--- src/prc_pkg.sv ---
// Shared types, widths and codes for the pixel radiometric calibration pipeline.
package prc_pkg;

	// sensor geometry
	localparam int SENSOR_WIDTH = 1024;
	localparam int COL_W        = 11;

	// field widths
	localparam int DN_W    = 16;
	localparam int KIND_W  = 3;
	localparam int FLAT_W  = 16;
	localparam int LEVEL_W = 25;
	localparam int GAIN_W  = 24;
	localparam int CAL_W   = 32;

	// internal pixel path: signed Q.8, magnitude below 2^29
	localparam int PIX_W  = 30;
	localparam int MAG_W  = 29;
	localparam int FLAT_FRAC = 14;

	// divider: numerator of (mag << 14) + flat/2, quotient bits retired per stage
	localparam int NUM_W      = 44;
	localparam int DIV_BITS   = 4;
	localparam int DIV_STAGES = NUM_W / DIV_BITS;

	// front stages, divider stages, gain stages (three products and saturation)
	localparam int FRONT_STAGES = 3;
	localparam int GAIN_STAGES  = 4;
	localparam int LATENCY      = FRONT_STAGES + DIV_STAGES + GAIN_STAGES;

	// pixel kind codes
	localparam logic [KIND_W-1:0] KIND_NORMAL = 3'd0;
	localparam logic [KIND_W-1:0] KIND_NULL   = 3'd1;
	localparam logic [KIND_W-1:0] KIND_HRS    = 3'd5;

	// configuration register indexes
	localparam int CFG_IDX_W = 3;
	localparam int CFG_DATA_W = 25;
	localparam logic [CFG_IDX_W-1:0] REG_LOSSY_MODE  = 3'd0;
	localparam logic [CFG_IDX_W-1:0] REG_BIAS_ENABLE = 3'd1;
	localparam logic [CFG_IDX_W-1:0] REG_BIAS_LEVEL  = 3'd2;
	localparam logic [CFG_IDX_W-1:0] REG_DARK_LEVEL  = 3'd3;
	localparam logic [CFG_IDX_W-1:0] REG_FLAT_ENABLE = 3'd4;
	localparam logic [CFG_IDX_W-1:0] REG_OUTPUT_GAIN = 3'd5;

	localparam logic [GAIN_W-1:0] GAIN_ONE = 24'd65536;

	// input word
	typedef struct packed {
		logic [DN_W-1:0]   raw_dn;
		logic [KIND_W-1:0] input_kind;
		logic [FLAT_W-1:0] flat_gain;
		logic              flat_is_special;
		logic [COL_W-1:0]  sensor_column;
	} pix_in_t;

	// result word
	typedef struct packed {
		logic signed [CAL_W-1:0] cal_value;
		logic [KIND_W-1:0]       output_kind;
	} pix_out_t;

	// configuration seen by the datapath
	typedef struct packed {
		logic                      lossy_mode;
		logic                      bias_enable;
		logic signed [LEVEL_W-1:0] bias_level;
		logic signed [LEVEL_W-1:0] dark_level;
		logic                      flat_enable;
		logic [GAIN_W-1:0]         output_gain;
	} cfg_t;

	// control that travels with each word
	typedef struct packed {
		logic              valid;
		logic [KIND_W-1:0] kind;
		logic              neg;
	} side_t;

endpackage

--- src/prc_div.sv ---
// Pipelined restoring divider, a fixed number of quotient bits per stage.
module prc_div (
	input  logic                        clk,
	input  logic                        arst_n,
	input  logic [prc_pkg::NUM_W-1:0]   num,
	input  logic [prc_pkg::FLAT_W-1:0]  den,
	input  prc_pkg::side_t              side_in,
	output logic [prc_pkg::NUM_W-1:0]   quot,
	output prc_pkg::side_t              side_out
);

	// per-stage registers: partial remainder, numerator bits left and quotient bits
	logic [prc_pkg::FLAT_W-1:0] rem_s  [prc_pkg::DIV_STAGES];
	logic [prc_pkg::NUM_W-1:0]  nq_s   [prc_pkg::DIV_STAGES];
	logic [prc_pkg::FLAT_W-1:0] den_s  [prc_pkg::DIV_STAGES];
	prc_pkg::side_t             side_s [prc_pkg::DIV_STAGES];

	for (genvar k = 0; k < prc_pkg::DIV_STAGES; k++) begin : g_stage
		logic [prc_pkg::FLAT_W-1:0] rem_in;
		logic [prc_pkg::NUM_W-1:0]  nq_in;
		logic [prc_pkg::FLAT_W-1:0] den_in;
		prc_pkg::side_t             side_st;
		logic [prc_pkg::FLAT_W-1:0] rem_nx;
		logic [prc_pkg::NUM_W-1:0]  nq_nx;

		if (k == 0) begin : g_first
			assign rem_in  = '0;
			assign nq_in   = num;
			assign den_in  = den;
			assign side_st = side_in;
		end else begin : g_next
			assign rem_in  = rem_s[k-1];
			assign nq_in   = nq_s[k-1];
			assign den_in  = den_s[k-1];
			assign side_st = side_s[k-1];
		end

		// shift in DIV_BITS numerator bits one at a time, subtracting the divisor when it fits
		always_comb begin : step
			logic [prc_pkg::FLAT_W:0] r2;
			rem_nx = rem_in;
			nq_nx  = nq_in;
			r2     = '0;
			for (int b = 0; b < prc_pkg::DIV_BITS; b++) begin
				r2    = {rem_nx, nq_nx[prc_pkg::NUM_W-1]};
				nq_nx = {nq_nx[prc_pkg::NUM_W-2:0], 1'b0};
				if (r2 >= {1'b0, den_in}) begin
					rem_nx   = prc_pkg::FLAT_W'(r2 - {1'b0, den_in});
					nq_nx[0] = 1'b1;
				end else begin
					rem_nx = r2[prc_pkg::FLAT_W-1:0];
				end
			end
		end

		always_ff @(posedge clk or negedge arst_n) begin
			if (!arst_n) begin
				side_s[k] <= '0;
			end else begin
				side_s[k] <= side_st;
			end
		end

		always_ff @(posedge clk) begin
			rem_s[k] <= rem_nx;
			nq_s[k]  <= nq_nx;
			den_s[k] <= den_in;
		end
	end

	assign quot     = nq_s[prc_pkg::DIV_STAGES-1];
	assign side_out = side_s[prc_pkg::DIV_STAGES-1];

endmodule

--- config.mk ---
export PLATFORM = sky130hd
export DESIGN_NAME = prc_div
export DESIGN_NICKNAME = d
export VERILOG_FILES = /design/src/prc_pkg.sv /design/src/prc_div.sv
export SDC_FILE = /design/constraint.sdc
export NUM_CORES = 2
export LEC_CHECK = 0
export BUFFER_PORTS_ARGS = -buffer_cell sky130_fd_sc_hd__buf_4
export CAP_MARGIN = 20
export CELL_PAD_IN_SITES_DETAIL_PLACEMENT = 0
export CELL_PAD_IN_SITES_GLOBAL_PLACEMENT = 2
export CORE_ASPECT_RATIO = 0.8
export CORE_MARGIN = 4
export CORE_UTILIZATION = 45
export CTS_BUF_LIST = sky130_fd_sc_hd__clkbuf_8
export DETAILED_ROUTE_END_ITERATION = 7
export PLACE_DENSITY = 0.88
export SYNTH_ARGS = -nofsm -noshare
export SYNTH_HDL_FRONTEND = slang
export SYNTH_SLANG_ARGS = --single-unit
--- constraint.sdc ---
create_clock -name clk -period 16.85 [get_ports clk]
set_input_delay 0.8425 -clock clk [delete_from_list [all_inputs] [get_ports clk]]
set_output_delay 0.8425 -clock clk [all_outputs]
set_load 0.05 [all_outputs]
==> impl_metrics.csv <==
group,metric,value,unit
status,status,"complete, no violations",
cts,htreeDepth,4,
synth,synthAdderAreaFrac,16.5,%
critical_path,slowest_delay,730,ps
synth,ys_ff_latch,859,
synth,synth.distinct_cells,102,
floorplan,core,0.127,mm²
floorplan,die_h,328,µm
sta,setup_viol,0,
critical_path,path_common_cell,"ha_1",
cts,cts_made_buffers,141,
sta,clock_skew,43.3,ps
critical_path,crit_arrival,13610,ps
synth,muxShareOfSynthArea,10.2,%
placement,hpwl,127,mm
sta,drv_slew,0,
cts,root_buffer,"clkbuf_8",
critical_path,worst-path-max-fanout,24,
detailed_routing,post_drt_wl_per_cell,18.9,µm
floorplan,dieArea,0.134,mm²
placement,gp_congestion,0.903,
synth,ys_warn_count,0,
placement,placed_cell_area,0.0603,mm²
detailed_routing,wirelength,158,mm
layout,syn_to_final_growth,11.3,%
layout,layout_commonest_cell,"dfxtp_1",
synth,syn_area,0.0575,mm²
grt,antenna_found_initial,4,
floorplan,die_x,408,µm
critical_path,critPathKind,"reg -> reg",
detailed_routing,remaining_drc_errors,0,
detailed_routing,vias,46900,
synth,async_reset_ff_share,6.40,%
cts,cts_setup_buffers,0,
detailed_routing,dr.pass1.iters,5,
detailed_routing,viasPerCell,5.58,
synth,synth_xor_area_share,6.73,%
sta,post-route-period-util,76.0,%
synth,synth.avg_cell_area,9.03,µm²
sta,max_freq,78.1,MHz
layout,fin_area,0.0640,mm²
critical_path,critPathRequiredTime,17660,ps
synth,synth_flop_cell,"dfxtp_1",
critical_path,cp-end-kind,"flip-flop",
grt,grt_pass1_wl,249,mm
synth,synth_top_family_by_area,"compound AO/OA/AOI/OAI gates",
layout,seqCellArea,0.0175,mm²
sta,fin_tns_setup,0,ps
detailed_routing,drt-initial-drc-count,3273,
grt,grt_max_degree,56,
grt,grt_pass1_vias,44400,
sta,min_period,12800,ps
layout,fin_nets,7418,
synth,syn-num-nets,7169,
layout,multi_input_area,0.0379,mm²
cts,clock_latency,890,ps
cts,clockBufferDepth,3,
critical_path,cp_slowest_cell,"o41ai_1",
floorplan,initial_utilization,45.3,%
detailed_routing,drtAntennaViolNets,0,
synth,synth-seq-area-share,30.4,%
synth,synth_compound_gate_area_share,18.7,%
critical_path,r2r_setup_slack,4050,ps
cts,cts.sinks,859,
sta,slew_headroom,25.4,%
layout,n_fill_cell,12000,
cts,cts_tree,"yes",
placement,port_buffers,115,
hold_path,min_path_type,"in -> reg",
synth,synth_edf_count,0,
job,cap_viol_max_count,0,
synth,syn_inst,6370,
grt,overflow,0,
floorplan,rows,117,
synth,yosys.area_share.simple,13.8,%
layout,drive_gt1_share,12.7,%
sta,tightest_slew,1090,ps
critical_path,cp-start-kind,"flip-flop",
cts,path_clk_slew,70,ps
layout,final_cell_mix,"804 x dfxtp_1, 690 x ha_1, 486 x inv_1",
sta,rsz0062_at_grt,"no",
floorplan,top_level_ports,116,
sta,hold_viol_final,0,
grt,globalRouteTotalUtil,23.1,%
[worst paths after layout]
check / start / to / cells after the start
hold / removal: num[5] / nq_s[0][9] / 1
min in group asynchronous: arst_n / g_stage[10].side_st[1] / 2
setup / recovery: den_s[5][1] / rem_s[6][14] / 42
max in group asynchronous: arst_n / g_stage[3].side_st[4] / 2
hold reg to reg: nq_s[7][19] / nq_s[8][23] / 0
setup reg to reg: den_s[5][1] / rem_s[6][14] / 42
[cell usage after synthesis, types with 16 or more instances]
cell / count / share of area [%]
and3_1: 61 / 0.66
o21ai_0: 336 / 2.9
nand4_1: 111 / 1.2
clkbuf_1: 44 / 0.29
a21o_1: 161 / 2.1
nand2b_1: 59 / 0.64
buf_2: 22 / 0.19
mux2i_1: 134 / 2.3
nor2_1: 423 / 2.8
fa_1: 42 / 1.5
o211a_1: 16 / 0.28
xnor2_1: 294 / 4.5
mux2_2: 378 / 7.4
o21a_1: 116 / 1.5
a21oi_1: 480 / 4.2
o2111ai_1: 18 / 0.27
or3_1: 40 / 0.43
and2_1: 33 / 0.36
o211ai_1: 66 / 0.86
nand3_1: 115 / 1.0
a211oi_1: 56 / 0.73
a31oi_1: 49 / 0.53
nand2_1: 337 / 2.2
xor2_1: 148 / 2.3
o21bai_1: 53 / 0.69
o31a_1: 41 / 0.62
a211o_1: 28 / 0.43
nor2b_1: 103 / 1.1
o31ai_1: 35 / 0.46
inv_1: 462 / 3.0
nor4_1: 46 / 0.50
dfrtp_1: 55 / 2.4
dfxtp_1: 804 / 28
or2_2: 49 / 0.53
a21boi_0: 41 / 0.54
nor3_1: 132 / 1.1
ha_1: 690 / 15
and4_1: 16 / 0.24
[cell type report]
cell class | instances | share of cell area, %
Timing Repair Buffer | 189 | 2.43
Tap cell | 1666 | 3.26
Multi-Input combinational cell | 4954 | 59.3
Antenna cell | 2 | 0.00782
Clock inverter | 77 | 1.24
Clock buffer | 174 | 3.74
Sequential cell | 859 | 27.3
Inverter | 474 | 2.78
[metrics by stage]
step | instances | setup WS (ps) | hold slack [ps] | util [%]
CTS | 8392 | 4210 | 2.86 | 50.4
global placement | 8085 | 4420 | 310 | 47.4
global route | 8395 | 2940 | 30.7 | 50.4
floorplan | 6370 | 6410 | 310 | -
detailed placement | 8085 | 4290 | 312 | 47.4
finish | 8395 | 4050 | 107 | 50.4
[worst max-delay path, delay by kind of cell (launching register included)]
family | cells | cell delay (ps)
compound gates | 19 | 5420
flops | 1 | 440
buf+inv | 6 | 1370
simple gates | 10 | 3320
mux | 3 | 850
fa+ha+maj | 4 | 1350
[what timing repair did]
item	CTS	global route
hold endpoints to repair	110	0
gates resized for setup	0	0
hold buffers	56	0
[cells by family after synthesis]
group | Yosys count
multiplexers | 532
XOR/XNOR | 442
AND/OR/NAND/NOR | 1591
flip-flops | 859
adder cells (fa/ha/maj) | 732
AO/OA/AOI/OAI | 1657
buffers and inverters | 557
[flip-flops by register name (all words and copies together) (netlist names)]
| register | cells |
|---|---|
| side_out | 5 |
| g_stage.side_st | 50 |
| nq_s | 484 |
| den_s | 160 |
| rem_s | 160 |
[routing by layer]
metal / vias up / part of all wire, % / GRT usage, %
met5: - / 0 / 0
met4: 0 / 2.2 / 6.14
met3: 174 / 5.5 / 3.97
met2: 1027 / 41 / 33.7
met1: 21900 / 52 / 34.9
li1: 23700 / - / -
Power is left out: the tool's default activity adds up to more than one toggle a clock period on the data nets, which glitch-free logic cannot reach.
