## config.mk

```make
export PLATFORM = sky130hd
export DESIGN_NAME = prc_gain
export DESIGN_NICKNAME = d
export VERILOG_FILES = /design/src/prc_pkg.sv /design/src/prc_gain.sv
export SDC_FILE = /design/constraint.sdc
export NUM_CORES = 2
export LEC_CHECK = 0
export BUFFER_PORTS_ARGS = -buffer_cell sky130_fd_sc_hd__buf_2
export CORE_UTILIZATION = 50
export DETAILED_ROUTE_END_ITERATION = 8
export HOLD_SLACK_MARGIN = 0.03
export PLACE_DENSITY = 0.66
export RECOVER_POWER = 100
export SETUP_SLACK_MARGIN = 0.15
export SLEW_MARGIN = 20
export SYNTH_ARGS = -nofsm -noshare
export SYNTH_HDL_FRONTEND = slang
export SYNTH_SLANG_ARGS = --single-unit
```

## constraint.sdc

```tcl
create_clock -name clk -period 10.7 [get_ports clk]
set_input_delay 1.07 -clock clk [delete_from_list [all_inputs] [get_ports clk]]
set_output_delay 1.07 -clock clk [all_outputs]
set_load 0.005 [all_outputs]
```

## src/prc_pkg.sv

```systemverilog
// Shared types, widths and codes for the pixel radiometric calibration pipeline.
package prc_pkg;

	// sensor geometry
	localparam int SENSOR_WIDTH = 1024;
	localparam int COL_W        = 11;

	// field widths
	localparam int DN_W    = 16;
	localparam int KIND_W  = 3;
	localparam int FLAT_W  = 16;
	localparam int LEVEL_W = 25;
	localparam int GAIN_W  = 24;
	localparam int CAL_W   = 32;

	// internal pixel path: signed Q.8, magnitude below 2^29
	localparam int PIX_W  = 30;
	localparam int MAG_W  = 29;
	localparam int FLAT_FRAC = 14;

	// divider: numerator of (mag << 14) + flat/2, quotient bits retired per stage
	localparam int NUM_W      = 44;
	localparam int DIV_BITS   = 4;
	localparam int DIV_STAGES = NUM_W / DIV_BITS;

	// front stages, divider stages, gain stages (three products and saturation)
	localparam int FRONT_STAGES = 3;
	localparam int GAIN_STAGES  = 4;
	localparam int LATENCY      = FRONT_STAGES + DIV_STAGES + GAIN_STAGES;

	// pixel kind codes
	localparam logic [KIND_W-1:0] KIND_NORMAL = 3'd0;
	localparam logic [KIND_W-1:0] KIND_NULL   = 3'd1;
	localparam logic [KIND_W-1:0] KIND_HRS    = 3'd5;

	// configuration register indexes
	localparam int CFG_IDX_W = 3;
	localparam int CFG_DATA_W = 25;
	localparam logic [CFG_IDX_W-1:0] REG_LOSSY_MODE  = 3'd0;
	localparam logic [CFG_IDX_W-1:0] REG_BIAS_ENABLE = 3'd1;
	localparam logic [CFG_IDX_W-1:0] REG_BIAS_LEVEL  = 3'd2;
	localparam logic [CFG_IDX_W-1:0] REG_DARK_LEVEL  = 3'd3;
	localparam logic [CFG_IDX_W-1:0] REG_FLAT_ENABLE = 3'd4;
	localparam logic [CFG_IDX_W-1:0] REG_OUTPUT_GAIN = 3'd5;

	localparam logic [GAIN_W-1:0] GAIN_ONE = 24'd65536;

	// input word
	typedef struct packed {
		logic [DN_W-1:0]   raw_dn;
		logic [KIND_W-1:0] input_kind;
		logic [FLAT_W-1:0] flat_gain;
		logic              flat_is_special;
		logic [COL_W-1:0]  sensor_column;
	} pix_in_t;

	// result word
	typedef struct packed {
		logic signed [CAL_W-1:0] cal_value;
		logic [KIND_W-1:0]       output_kind;
	} pix_out_t;

	// configuration seen by the datapath
	typedef struct packed {
		logic                      lossy_mode;
		logic                      bias_enable;
		logic signed [LEVEL_W-1:0] bias_level;
		logic signed [LEVEL_W-1:0] dark_level;
		logic                      flat_enable;
		logic [GAIN_W-1:0]         output_gain;
	} cfg_t;

	// control that travels with each word
	typedef struct packed {
		logic              valid;
		logic [KIND_W-1:0] kind;
		logic              neg;
	} side_t;

endpackage

```

## src/prc_gain.sv

```systemverilog
// Gain stages: rounded Q8.16 product in 16-bit slices, then saturation to 32 bits.
module prc_gain (
	input  logic                        clk,
	input  logic                        arst_n,
	input  logic [prc_pkg::NUM_W-1:0]   quot,
	input  prc_pkg::side_t              side_in,
	input  logic [prc_pkg::GAIN_W-1:0]  gain,
	output prc_pkg::pix_out_t           result_s4,
	output logic                        valid_s4
);

	localparam int SL_W  = 16;
	localparam int ACC_W = SL_W + prc_pkg::GAIN_W + 1;
	localparam int TOP_W = prc_pkg::NUM_W - 2*SL_W;
	localparam int HI_W  = TOP_W + prc_pkg::GAIN_W + 1;
	localparam int RES_W = prc_pkg::CAL_W - 1;

	// stage 1: low slice with the rounding half
	logic [ACC_W-1:0]                  acc_s1;
	logic [prc_pkg::NUM_W-SL_W-1:0]    q_s1;
	prc_pkg::side_t                    side_s1;
	// stage 2: middle slice
	logic [ACC_W-1:0]                  acc_s2;
	logic [TOP_W-1:0]                  q_s2;
	prc_pkg::side_t                    side_s2;
	// stage 3: top slice
	logic [HI_W-1:0]                   acc_s3;
	logic [SL_W-1:0]                   lo_s3;
	prc_pkg::side_t                    side_s3;

	logic                              sat;
	logic [RES_W-1:0]                  res;
	logic signed [prc_pkg::CAL_W-1:0]  value;

	// zero the value of special kinds, else saturate and apply the sign
	always_comb begin
		sat = |acc_s3[HI_W-1:RES_W-SL_W];
		res = {acc_s3[RES_W-SL_W-1:0], lo_s3};
		if (side_s3.kind != prc_pkg::KIND_NORMAL) begin
			value = '0;
		end else if (sat) begin
			value = side_s3.neg ? $signed({1'b1, {RES_W{1'b0}}}) : $signed({1'b0, {RES_W{1'b1}}});
		end else if (side_s3.neg) begin
			value = -$signed({1'b0, res});
		end else begin
			value = $signed({1'b0, res});
		end
	end

	// control stages
	always_ff @(posedge clk or negedge arst_n) begin
		if (!arst_n) begin
			side_s1  <= '0;
			side_s2  <= '0;
			side_s3  <= '0;
			valid_s4 <= 1'b0;
		end else begin
			side_s1  <= side_in;
			side_s2  <= side_s1;
			side_s3  <= side_s2;
			valid_s4 <= side_s3.valid;
		end
	end

	// product slices, each above the low slice adding the carry of the one below
	always_ff @(posedge clk) begin
		acc_s1 <= ACC_W'(quot[SL_W-1:0] * gain) + ACC_W'(1 << (SL_W-1));
		q_s1   <= quot[prc_pkg::NUM_W-1:SL_W];
		acc_s2 <= ACC_W'(q_s1[SL_W-1:0] * gain) + ACC_W'(acc_s1[ACC_W-1:SL_W]);
		q_s2   <= q_s1[prc_pkg::NUM_W-SL_W-1:SL_W];
		acc_s3 <= HI_W'(q_s2 * gain) + HI_W'(acc_s2[ACC_W-1:SL_W]);
		lo_s3  <= acc_s2[SL_W-1:0];
		result_s4.cal_value   <= value;
		result_s4.output_kind <= side_s3.kind;
	end

endmodule

```

==> flow_metrics.py <==
metrics = {
    "run_status": {
        "outcome": "finished, violations left",
        "violations": "DRC, capacitance limit, slew limit",
    },
    "clocking": {
        "clk_latency_ns": 0.57,
        "ctsHoldBuffers": 0,
        "clk_path_buf_depth": 3,
        "root_buffer": "clkbuf_16",
        "numCtsBuffers": 24,
        "cts_tree": "yes",
        "postCtsSetupBuffers": 0,
        "h-tree-depth": 1,
        "clk_pin_slew_ns": 0.06,
        "numClockSinks": 210,
        "cts_resized": 0,
    },
    "detailed_routing": {
        "viasPerCell": 5.163,
        "ant_nets": 0,
        "via_count": 28730,
        "drc": 24,
        "drtPass1Iterations": 7,
        "drt_iter0_drc": 1494,
        "post_drt_wl_per_cell_um": 16.90,
        "wl_mm": 94.06,
    },
    "yosys": {
        "yosysWarnings": 0,
        "synth_common_cells": "inv_1 (1074), fa_1 (883), nand2_1 (663)",
        "ys_ff_latch": 210,
        "synth_area_um2": 40820,
        "synth.distinct_cells": 68,
        "synthArstFlopShare_pct": 7.619,
        "synth.net_count": 5842,
        "ys_seq_area_share_pct": 10.50,
        "synth_ff_type": "dfxtp_1",
        "synth-edff-count": 0,
        "yosys.cell_count.top_type": "inv_1",
        "synth.avg_cell_area_um2": 8.973,
        "synth_cells": 4549,
        "yosysTopAreaCell": "fa_1",
        "synth_top_area_share_pct": 43.31,
        "synth.area.top_cells": "fa_1 (43%), ha_1 (10%), inv_1 (9.9%)",
    },
    "die": {
        "core_um2": 80680,
        "die_y_um": 287.7,
        "ioPinCount": 111,
        "dieArea_um2": 82790,
        "die_w_um": 287.7,
        "std_cell_rows": 104,
        "initial_utilization_pct": 50.60,
    },
    "setup_path": {
        "crit_arrival_ns": 8.95,
        "path_class": "input pin to register",
        "endpoint_kind": "register",
        "startpoint_type": "input pin",
        "worstPathMaxFanout": 31,
        "crit_required_ns": 11.17,
    },
    "finish": {
        "drive_gt1_share_pct": 3.818,
        "diodes": 0,
        "regArea_um2": 4284,
        "fin_nets": 5780,
        "multi_input_area_um2": 31560,
        "final_cells": 5565,
        "fillCellCount": 7528,
        "area_growth_syn_to_layout_pct": 5.042,
    },
    "global_routing": {
        "grt_overflow": 0,
        "grtUsageTotal_pct": 24.31,
        "antenna_found_initial": 2,
        "grt_pass1_wl_mm": 161.3,
        "grt_max_degree": 54,
        "grt_pass1_vias": 31440,
    },
    "worst_hold_path": {
        "hold_path_class": "register to register",
    },
    "sta": {
        "final-hold-violation-count": 0,
        "finalSetupTns_ns": 0,
        "period_share_pct": 79.26,
        "period_minus_slack_ns": 8.481,
        "rsz0062_at_grt": "no",
        "slew_headroom_pct": -56.38,
        "drv_slew": 86,
        "skew_ns": 0.02289,
        "finalSetupViolCount": 0,
        "tightestPinTransition_ns": 2.346,
        "max_freq_mhz": 117.9,
    },
    "placement": {
        "io_buffers": 110,
        "gp_congestion": 0.8645,
        "detailed_place_hpwl_mm": 73.54,
        "placed_cells": 5521,
    },
    "run": {
        "cap_violations": 2,
    },
}
==> cells in the final DEF (no fill, tap or decap), drive strengths merged, types with 4 or more instances in the layout <==
cell	netlist	layout
and3	6	6
inv	1074	1078
or4	6	6
dfxtp	194	194
fa	883	883
or3	9	9
o21a	21	21
a21oi	89	89
and2	447	447
o21bai	9	9
o31ai	7	7
nor4	9	9
nand2b	12	12
a31oi	15	15
xnor2	66	66
o211ai	6	6
a211oi	11	11
ha	335	335
nor3b	8	8
clkbuf	242	61
a21o	51	51
xor2	32	32
nand2	664	664
dfrtp	16	16
o21ai	52	52
o31a	4	4
o22a	17	17
nand3	24	24
nor2	123	123
clkinv	0	6
or2	4	4
nand4	20	20
a221oi	5	5
nor3	24	24
buf	1	121
nor2b	21	21
mux2i	7	7
bufinv	0	4
==> registers in the layout, indices dropped and copies added, names as in the netlist <==
signal     flops
acc_s1        25
acc_s2        41
acc_s3        37
lo_s3         16
q_s1          28
q_s2          12
result_s4     35
side_s1        5
side_s2        5
side_s3        5
valid_s4       1
==> critical path: stages <==
cell and delay (ns):
clkbuf_1 1.33, clkbuf_1 0.55, nand2_1 0.14, fa_1 0.47
fa_1 0.51, inv_1 0.06, fa_1 0.47, inv_1 0.05
fa_1 0.47, inv_1 0.05, fa_1 0.43, ha_1 0.35
o21a_1 0.12, o21ai_0 0.14, a21oi_1 0.08, a2111oi_0 0.99
o31ai_1 0.38, a21oi_1 0.48, o311ai_0 0.24, a311oi_1 0.34
xnor2_1 0.19
==> per-stage QoR <==
step | hold slack (ns) | worst slack [ns] | instance area (µm²) | util, %
after floorplan | 0.3096 | 3.558 | 40820 | -
after global placement | 0.3100 | 2.597 | 42120 | 52.21
after detailed placement | 0.3121 | 2.493 | 42120 | 52.21
after CTS | 0.3268 | 3.066 | 42960 | 53.25
after global routing | 0.3310 | 1.525 | 42880 | 53.15
final | 0.3250 | 2.219 | 42880 | 53.15
==> path summary, 6_finish.rpt <==
kind / start / end / slack, ns / cells past startpoint
min: acc_s2[5]$_DFF_P_ / lo_s3[5]$_DFF_P_ / 0.32 / 0
max: gain[0] / acc_s3[35]$_DFF_P_ / 2.22 / 21
max in group asynchronous: arst_n / side_s3[0]$_DFF_PN0_ / 9.59 / 1
min in group asynchronous: arst_n / side_s2[1]$_DFF_PN0_ / 0.60 / 1
max reg2reg: q_s1[7]$_DFF_P_ / acc_s2[33]$_DFF_P_ / 3.27 / 22
min reg2reg: acc_s2[5]$_DFF_P_ / lo_s3[5]$_DFF_P_ / 0.32 / 0
==> logic make-up (layout without fill, tap and decap cells) <==
family / after synthesis / in the layout / synth area share [%]
adders and majority gates: 1218 / 1218 / 53.57
and+or+nand+nor: 1379 / 1379 / 16.33
AOI/OAI and AO/OA: 320 / 320 / 5.220
xor gates and xnor gates: 98 / 98 / 2.103
muxes: 7 / 7 / 0.1717
buffers and inverters: 1317 / 1273 / 12.11
DFF: 210 / 210 / 10.50
==> final cells by class <==
type / instances / area share, %
multi-input cells: 3022 / 73.60
flip-flops and latches: 210 / 9.992
inverters: 1074 / 9.402
well taps: 1060 / 3.093
repair buffers: 155 / 1.955
clock buffers: 27 / 1.427
clock inverters: 17 / 0.5311
==> routing by layer <==
layer / track usage [%] / wire (µm)
met5: 0 / 18
met1: 32.34 / 40870
met3: 2.900 / 4764
met2: 42.54 / 46480
met4: 5.146 / 1917
Power is left out: the tool's default activity adds up to more than one toggle a clock period on the data nets, which glitch-free logic cannot reach.
