===== src/prc_pkg.sv =====
// Shared types, widths and codes for the pixel radiometric calibration pipeline.
package prc_pkg;

	// sensor geometry
	localparam int SENSOR_WIDTH = 1024;
	localparam int COL_W        = 11;

	// field widths
	localparam int DN_W    = 16;
	localparam int KIND_W  = 3;
	localparam int FLAT_W  = 16;
	localparam int LEVEL_W = 25;
	localparam int GAIN_W  = 24;
	localparam int CAL_W   = 32;

	// internal pixel path: signed Q.8, magnitude below 2^29
	localparam int PIX_W  = 30;
	localparam int MAG_W  = 29;
	localparam int FLAT_FRAC = 14;

	// divider: numerator of (mag << 14) + flat/2, quotient bits retired per stage
	localparam int NUM_W      = 44;
	localparam int DIV_BITS   = 4;
	localparam int DIV_STAGES = NUM_W / DIV_BITS;

	// front stages, divider stages, gain stages (three products and saturation)
	localparam int FRONT_STAGES = 3;
	localparam int GAIN_STAGES  = 4;
	localparam int LATENCY      = FRONT_STAGES + DIV_STAGES + GAIN_STAGES;

	// pixel kind codes
	localparam logic [KIND_W-1:0] KIND_NORMAL = 3'd0;
	localparam logic [KIND_W-1:0] KIND_NULL   = 3'd1;
	localparam logic [KIND_W-1:0] KIND_HRS    = 3'd5;

	// configuration register indexes
	localparam int CFG_IDX_W = 3;
	localparam int CFG_DATA_W = 25;
	localparam logic [CFG_IDX_W-1:0] REG_LOSSY_MODE  = 3'd0;
	localparam logic [CFG_IDX_W-1:0] REG_BIAS_ENABLE = 3'd1;
	localparam logic [CFG_IDX_W-1:0] REG_BIAS_LEVEL  = 3'd2;
	localparam logic [CFG_IDX_W-1:0] REG_DARK_LEVEL  = 3'd3;
	localparam logic [CFG_IDX_W-1:0] REG_FLAT_ENABLE = 3'd4;
	localparam logic [CFG_IDX_W-1:0] REG_OUTPUT_GAIN = 3'd5;

	localparam logic [GAIN_W-1:0] GAIN_ONE = 24'd65536;

	// input word
	typedef struct packed {
		logic [DN_W-1:0]   raw_dn;
		logic [KIND_W-1:0] input_kind;
		logic [FLAT_W-1:0] flat_gain;
		logic              flat_is_special;
		logic [COL_W-1:0]  sensor_column;
	} pix_in_t;

	// result word
	typedef struct packed {
		logic signed [CAL_W-1:0] cal_value;
		logic [KIND_W-1:0]       output_kind;
	} pix_out_t;

	// configuration seen by the datapath
	typedef struct packed {
		logic                      lossy_mode;
		logic                      bias_enable;
		logic signed [LEVEL_W-1:0] bias_level;
		logic signed [LEVEL_W-1:0] dark_level;
		logic                      flat_enable;
		logic [GAIN_W-1:0]         output_gain;
	} cfg_t;

	// control that travels with each word
	typedef struct packed {
		logic              valid;
		logic [KIND_W-1:0] kind;
		logic              neg;
	} side_t;

endpackage


===== src/prc_front.sv =====
// Entry stages: classification, lossy scale, bias and dark removal, divider operands.
module prc_front (
	input  logic                        clk,
	input  logic                        arst_n,
	input  logic                        accept,
	input  prc_pkg::pix_in_t            pixel,
	input  prc_pkg::cfg_t               cfg,
	output logic [prc_pkg::NUM_W-1:0]   num_s3,
	output logic [prc_pkg::FLAT_W-1:0]  den_s3,
	output prc_pkg::side_t              side_s3
);

	// stage 1 logic
	logic signed [prc_pkg::PIX_W-1:0] v0;
	logic signed [prc_pkg::PIX_W-1:0] bias_ext;
	logic signed [prc_pkg::PIX_W-1:0] diff;
	logic signed [prc_pkg::PIX_W-1:0] v1;
	logic                             col_bad;
	logic                             underflow;
	logic [prc_pkg::KIND_W-1:0]       kind1;

	logic signed [prc_pkg::PIX_W-1:0] v_s1;
	logic [prc_pkg::FLAT_W-1:0]       flat_s1;
	prc_pkg::side_t                   side_s1;

	// stage 2 logic
	logic signed [prc_pkg::PIX_W-1:0] dark_ext;
	logic signed [prc_pkg::PIX_W-1:0] w_s2;
	logic [prc_pkg::FLAT_W-1:0]       flat_s2;
	prc_pkg::side_t                   side_s2;

	// stage 3 logic
	logic                             neg;
	logic [prc_pkg::PIX_W-1:0]        mag_full;
	logic [prc_pkg::MAG_W-1:0]        mag;
	logic                             do_div;
	logic [prc_pkg::NUM_W-1:0]        num;
	logic [prc_pkg::FLAT_W-1:0]       den;

	// lossy scale, bias subtraction, kind decision
	always_comb begin
		v0 = cfg.lossy_mode
			? $signed({2'b00, pixel.raw_dn, 12'h000})
			: $signed({6'b000000, pixel.raw_dn, 8'h00});
		bias_ext = {{(prc_pkg::PIX_W-prc_pkg::LEVEL_W){cfg.bias_level[prc_pkg::LEVEL_W-1]}},
			cfg.bias_level};
		diff = v0 - bias_ext;
		underflow = diff[prc_pkg::PIX_W-1] || (diff == '0);
		v1 = cfg.bias_enable ? diff : v0;
		col_bad = (pixel.sensor_column == '0) ||
			({1'b0, pixel.sensor_column} >= (prc_pkg::COL_W+1)'(prc_pkg::SENSOR_WIDTH));
		if (col_bad) begin
			kind1 = prc_pkg::KIND_NULL;
		end else if (pixel.input_kind inside {[prc_pkg::KIND_NULL:prc_pkg::KIND_HRS]}) begin
			kind1 = pixel.input_kind;
		end else if (pixel.input_kind != prc_pkg::KIND_NORMAL) begin
			kind1 = prc_pkg::KIND_NULL;
		end else if (cfg.bias_enable && underflow) begin
			kind1 = prc_pkg::KIND_NULL;
		end else if (cfg.flat_enable && pixel.flat_is_special) begin
			kind1 = prc_pkg::KIND_NULL;
		end else begin
			kind1 = prc_pkg::KIND_NORMAL;
		end
	end

	// dark removal
	always_comb begin
		dark_ext = {{(prc_pkg::PIX_W-prc_pkg::LEVEL_W){cfg.dark_level[prc_pkg::LEVEL_W-1]}},
			cfg.dark_level};
	end

	// sign, magnitude and divider operands; divide by one when the flat is off or zero
	always_comb begin
		neg = w_s2[prc_pkg::PIX_W-1];
		mag_full = neg ? prc_pkg::PIX_W'(-w_s2) : prc_pkg::PIX_W'(w_s2);
		mag = mag_full[prc_pkg::MAG_W-1:0];
		do_div = cfg.flat_enable && (flat_s2 != '0);
		if (do_div) begin
			num = prc_pkg::NUM_W'({mag, {prc_pkg::FLAT_FRAC{1'b0}}}) +
				prc_pkg::NUM_W'(flat_s2[prc_pkg::FLAT_W-1:1]);
			den = flat_s2;
		end else begin
			num = prc_pkg::NUM_W'(mag);
			den = prc_pkg::FLAT_W'(1);
		end
	end

	// control stages
	always_ff @(posedge clk or negedge arst_n) begin
		if (!arst_n) begin
			side_s1 <= '0;
			side_s2 <= '0;
			side_s3 <= '0;
		end else begin
			side_s1.valid <= accept;
			side_s1.kind  <= kind1;
			side_s1.neg   <= 1'b0;
			side_s2       <= side_s1;
			side_s3.valid <= side_s2.valid;
			side_s3.kind  <= side_s2.kind;
			side_s3.neg   <= neg;
		end
	end

	// data stages
	always_ff @(posedge clk) begin
		v_s1    <= v1;
		flat_s1 <= pixel.flat_gain;
		w_s2    <= v_s1 - dark_ext;
		flat_s2 <= flat_s1;
		num_s3  <= num;
		den_s3  <= den;
	end

endmodule


===== config.mk =====
export PLATFORM = sky130hd
export DESIGN_NAME = prc_front
export DESIGN_NICKNAME = d
export VERILOG_FILES = /design/src/prc_pkg.sv /design/src/prc_front.sv
export SDC_FILE = /design/constraint.sdc
export NUM_CORES = 1
export LEC_CHECK = 0
export BUFFER_PORTS_ARGS = -buffer_cell sky130_fd_sc_hd__buf_4
export CAP_MARGIN = 20
export CELL_PAD_IN_SITES_DETAIL_PLACEMENT = 0
export CELL_PAD_IN_SITES_GLOBAL_PLACEMENT = 1
export CORE_MARGIN = 10
export CORE_UTILIZATION = 46
export CTS_BUF_LIST = sky130_fd_sc_hd__clkbuf_4 sky130_fd_sc_hd__clkbuf_8
export DETAILED_ROUTE_END_ITERATION = 10
export PLACE_DENSITY_LB_ADDON = 0.1
export SETUP_SLACK_MARGIN = 0.4
export SLEW_MARGIN = 15
export SYNTH_ARGS = -nofsm -noshare
export SYNTH_HDL_FRONTEND = slang
export SYNTH_SLANG_ARGS = --single-unit

===== constraint.sdc =====
create_clock -name clk -period 7.8 [get_ports clk]
set_input_delay 0.39 -clock clk [delete_from_list [all_inputs] [get_ports clk]]
set_output_delay 0.39 -clock clk [all_outputs]
set_load 0.01 [all_outputs]

==> impl_metrics.env <==
export IMPL_start_util_pct=46.8
export IMPL_cts_sinks=165
export IMPL_pwr_density_cell_mw_per_mm2=274
export IMPL_ys_flop_type="dfxtp_1"
export IMPL_io_pins=192
export IMPL_cp_cell_sequence="buf_4, mux2_2, ha_1, a21o_1, a211o_1, a221oi_1, nand3_1, a21o_1, a21o_1, mux2i_1, and4_1, nand4b_1, o31ai_1"
export IMPL_slew_headroom_pct=42.0
export IMPL_ant_nets=0
export IMPL_rsz0062_at_grt="no"
export IMPL_worst_pin_slew_ns=0.861
export IMPL_power_total_mw=2.95
export IMPL_synth_xor_area_share_pct=9.97
export IMPL_cts_tree="yes"
export IMPL_multi_input_area_sq_mm=0.00500
export IMPL_syn_inst=972
export IMPL_setup_slack_ns=4.34
export IMPL_synth_nets=1156
export IMPL_grt_pass1_wl_um=35300
export IMPL_crit_type="in2reg"
export IMPL_cts_buffer_depth=2
export IMPL_synth_distinct_cells=74
export IMPL_core_area_sq_mm=0.0187
export IMPL_antenna_cells=0
export IMPL_grt_max_degree=71
export IMPL_ff2ff_path_depth=10
export IMPL_hold_viol=0
export IMPL_grt_util_all_layers_pct=17.6
export IMPL_fin_crit_sh_pct=44.4
export IMPL_hpwl_um=17500
export IMPL_synth_top_cell_area_share_pct=34.8
export IMPL_place_ws_ns=3.81
export IMPL_drt_pass1_iter_count=4
export IMPL_nets=1335
export IMPL_grt_overflow=0
export IMPL_drv_cap=0
export IMPL_synth_adder_area_share_pct=8.24
export IMPL_vias=7149
export IMPL_grt_antenna_before_repair=0
export IMPL_cpPeakStageDelay_ns=0.42
export IMPL_synth_area_sq_mm=0.00875
export IMPL_asyncSetResetFlopFracSynth_pct=7.88
export IMPL_synth_top_family_by_area="simple AND/OR/NAND/NOR gates"
export IMPL_ys_seq_area_share_pct=38.5
export IMPL_synth_compound_area_share_pct=16.5
export IMPL_clkLatencyLatePin_ns=0.46
export IMPL_syn_to_final_growth_pct=23.1
export IMPL_synth_simple_area_share_pct=19.4
export IMPL_clk_pin_slew_ns=0.10
export IMPL_critPathBufInv=1
export IMPL_worstPathArrival_ns=3.78
export IMPL_critPathTopFamily="compound AO/OA/AOI/OAI gates"
export IMPL_required_ns=8.12
export IMPL_r2r_setup_slack_ns=4.35
export IMPL_post_route_drc_count=0
export IMPL_fin_crit_ns=3.46
export IMPL_slowest_stage="o31ai_1"
export IMPL_floorplan_rows=50
export IMPL_max_freq_mhz=289
export IMPL_setup_viol=0
export IMPL_crit_top_cell="a21o_1"
export IMPL_htree_levels=4
export IMPL_yosys_area_top_type="dfxtp_1"
export IMPL_clock_skew_ns=0.0220
export IMPL_seq_area_sq_mm=0.00337
export IMPL_synth_edf_count=0
export IMPL_m1WireLength_um=9690
export IMPL_start_kind="input port"
export IMPL_status="completed"
export IMPL_grt_pass1_vias=7269
export IMPL_io_buffers=167
export IMPL_hold_path_depth=3
export IMPL_crit_fanout=20
export IMPL_synthTopCellsByArea="dfxtp_1, ha_1, xnor2_1, a21oi_1, nor2_1"
export IMPL_cp_end_kind="flip-flop"
export IMPL_post_drt_wl_per_cell_um=15.5
export IMPL_drv_slew=0
export IMPL_setup_tns_ns=0
export IMPL_peakVddDrop_mv=0.0987
export IMPL_routabilityCongestion=0.878
export IMPL_synth_avg_cell_area_sq_um=9.00
export IMPL_fillers=1757
export IMPL_fp_dieW_um=158
export IMPL_ys_warn_count=0
export IMPL_cp_num_cells=13
export IMPL_wl_um=21700
export IMPL_synthMuxAreaShare_pct=3.06
export IMPL_dieArea_sq_mm=0.0249
export IMPL_vias_per_cell=5.11
export IMPL_min_path_type="in2reg"
export IMPL_wl_met3_um=1210
export IMPL_cts_inserted_buffers=17
export IMPL_ys_seq_elements=165
export IMPL_drive_above_1_share_pct=21.3
export IMPL_wl_met2_um=10500
export IMPL_die_height_um=158
export IMPL_p_leak_nw=4.87
export IMPL_dr_max_layer_used="met4"
export IMPL_cts_root_buf="clkbuf_8"
export IMPL_drt_initial_drc_count=295
## metrics by stage
stage	utilization [%]	cells	hold WS (ns)	cell area, sq um
6_report	57.6	1398	0.195	10800
5_1_grt	57.6	1398	0.193	10800
4_1_cts	57.6	1398	0.165	10800
3_5_place_dp	54.4	1348	0.242	10200
3_3_place_gp	54.4	1348	0.237	10200
2_1_floorplan	-	972	0.0944	8750
## cells by family (layout without fill, tap and decap cells)
group | after synthesis | count (layout)
AO/OA/AOI/OAI | 229 | 229
XOR/XNOR | 97 | 97
adder cells (fa/ha/maj) | 57 | 57
buffers and inverters | 90 | 282
flip-flops | 165 | 165
multiplexers | 24 | 24
AND/OR/NAND/NOR | 310 | 310
## tightest hold or removal path: cells and delay by family
family                     cells  cell delay (ns)
adders and majority gates      1             0.12
buffers and inverters          2             0.11
## cell usage after synthesis, types with 3 or more instances
library cell and n:
nand3b_1 3, nor4_1 12, or4_1 5, nand4b_1 4, nor3_1 15, and3_1 18, a21oi_1 84, and3b_1 4
nand2b_1 12, buf_6 3, o21bai_1 6, nor2_1 97, o41ai_1 3, o31ai_1 14, dfxtp_1 152, o2111ai_1 3
or2_2 7, nor2b_1 13, or3_1 12, mux2_2 22, o21ai_1 8, nand2_1 43, nand4_1 12, xor2_1 40
inv_1 61, o21a_1 11, o21ai_0 35, ha_1 56, nor4_4 3, nand3_1 18, xnor2_1 54, a31oi_1 11
a211oi_1 6, and2_1 16, dfrtp_1 13, a211o_1 4, clkbuf_1 22, a21o_1 22
## final cells by class
| class | instances | area share [%] |
|---|---|---|
| inverter | 62 | 2.17 |
| clock buffer | 19 | 2.37 |
| multi-input combinational | 717 | 46.5 |
| tap | 234 | 2.72 |
| timing repair buffer | 188 | 13.5 |
| sequential | 165 | 31.3 |
| clock inverter | 13 | 1.46 |
## timing repair
action | CTS | global route
hold buffers | 18 | 0
setup buffers | 0 | 0
endpoints found under the hold margin | 30 | 0
gates resized for setup | 0 | 0
## worst paths after layout
check	endpoint	startpoint
max	side_s1[1]$_DFF_PN0_	cfg[76]
min	w_s2[0]$_DFF_P_	cfg[25]
max reg2reg	num_s3[39]$_SDFF_PN0_	w_s2[4]$_DFF_P_
min reg2reg	flat_s2[0]$_DFF_P_	flat_s1[0]$_DFF_P_
max in group asynchronous	side_s3[0]$_DFF_PN0_	arst_n
min in group asynchronous	side_s2[2]$_DFF_PN0_	arst_n
## report_power, final
group / leakage [nW] / total (mW) / switching (mW) / internal [mW]
Clock: 0.211 / 0.624 / 0.342 / 0.281
Combinational: 3.23 / 1.17 / 0.645 / 0.529
Sequential: 1.43 / 1.15 / 0.112 / 1.04
Total: 4.87 / 2.95 / 1.10 / 1.85
## flip-flops by register name, indices dropped and copies added, names as in the netlist
name / flops
side_s1: 4
side_s3: 5
v_s1: 30
num_s3: 44
flat_s1: 16
den_s3: 16
side_s2: 4
flat_s2: 16
w_s2: 30
## cells in the final DEF (no fill, tap or decap), types with 4 or more instances in the layout
cell | netlist | routed
nand2b_1 | 12 | 12
or3_1 | 12 | 12
buf_4 | 0 | 170
a31oi_1 | 11 | 11
and2_1 | 16 | 16
clkbuf_8 | 0 | 18
nor2b_1 | 13 | 13
inv_1 | 61 | 61
o21ai_1 | 8 | 8
a211o_1 | 4 | 4
nand2_1 | 43 | 42
o31ai_1 | 14 | 14
nor4_1 | 12 | 12
nor2_1 | 97 | 97
nand4b_1 | 4 | 4
dfrtp_1 | 13 | 13
dlygate4sd3_1 | 1 | 18
and3b_1 | 4 | 4
or4_1 | 5 | 5
xor2_1 | 40 | 40
o21bai_1 | 6 | 6
nand3_1 | 18 | 18
inv_6 | 0 | 4
mux2_2 | 22 | 22
o21ai_0 | 35 | 35
xnor2_1 | 54 | 54
nand4_1 | 12 | 12
a211oi_1 | 6 | 6
ha_1 | 56 | 56
and3_1 | 18 | 18
a21oi_1 | 84 | 84
or2_2 | 7 | 7
o21a_1 | 11 | 11
dfxtp_1 | 152 | 152
nor3_1 | 15 | 15
a21o_1 | 22 | 22
## layer usage
layer | track usage (%) | vias up
li1 | - | 3785
met3 | 4.42 | 20
met1 | 20.9 | 3194
met2 | 30.7 | 150
met5 | 0 | -
met4 | 4.63 | 0
Note: power is estimated with default switching activity, not from simulation.
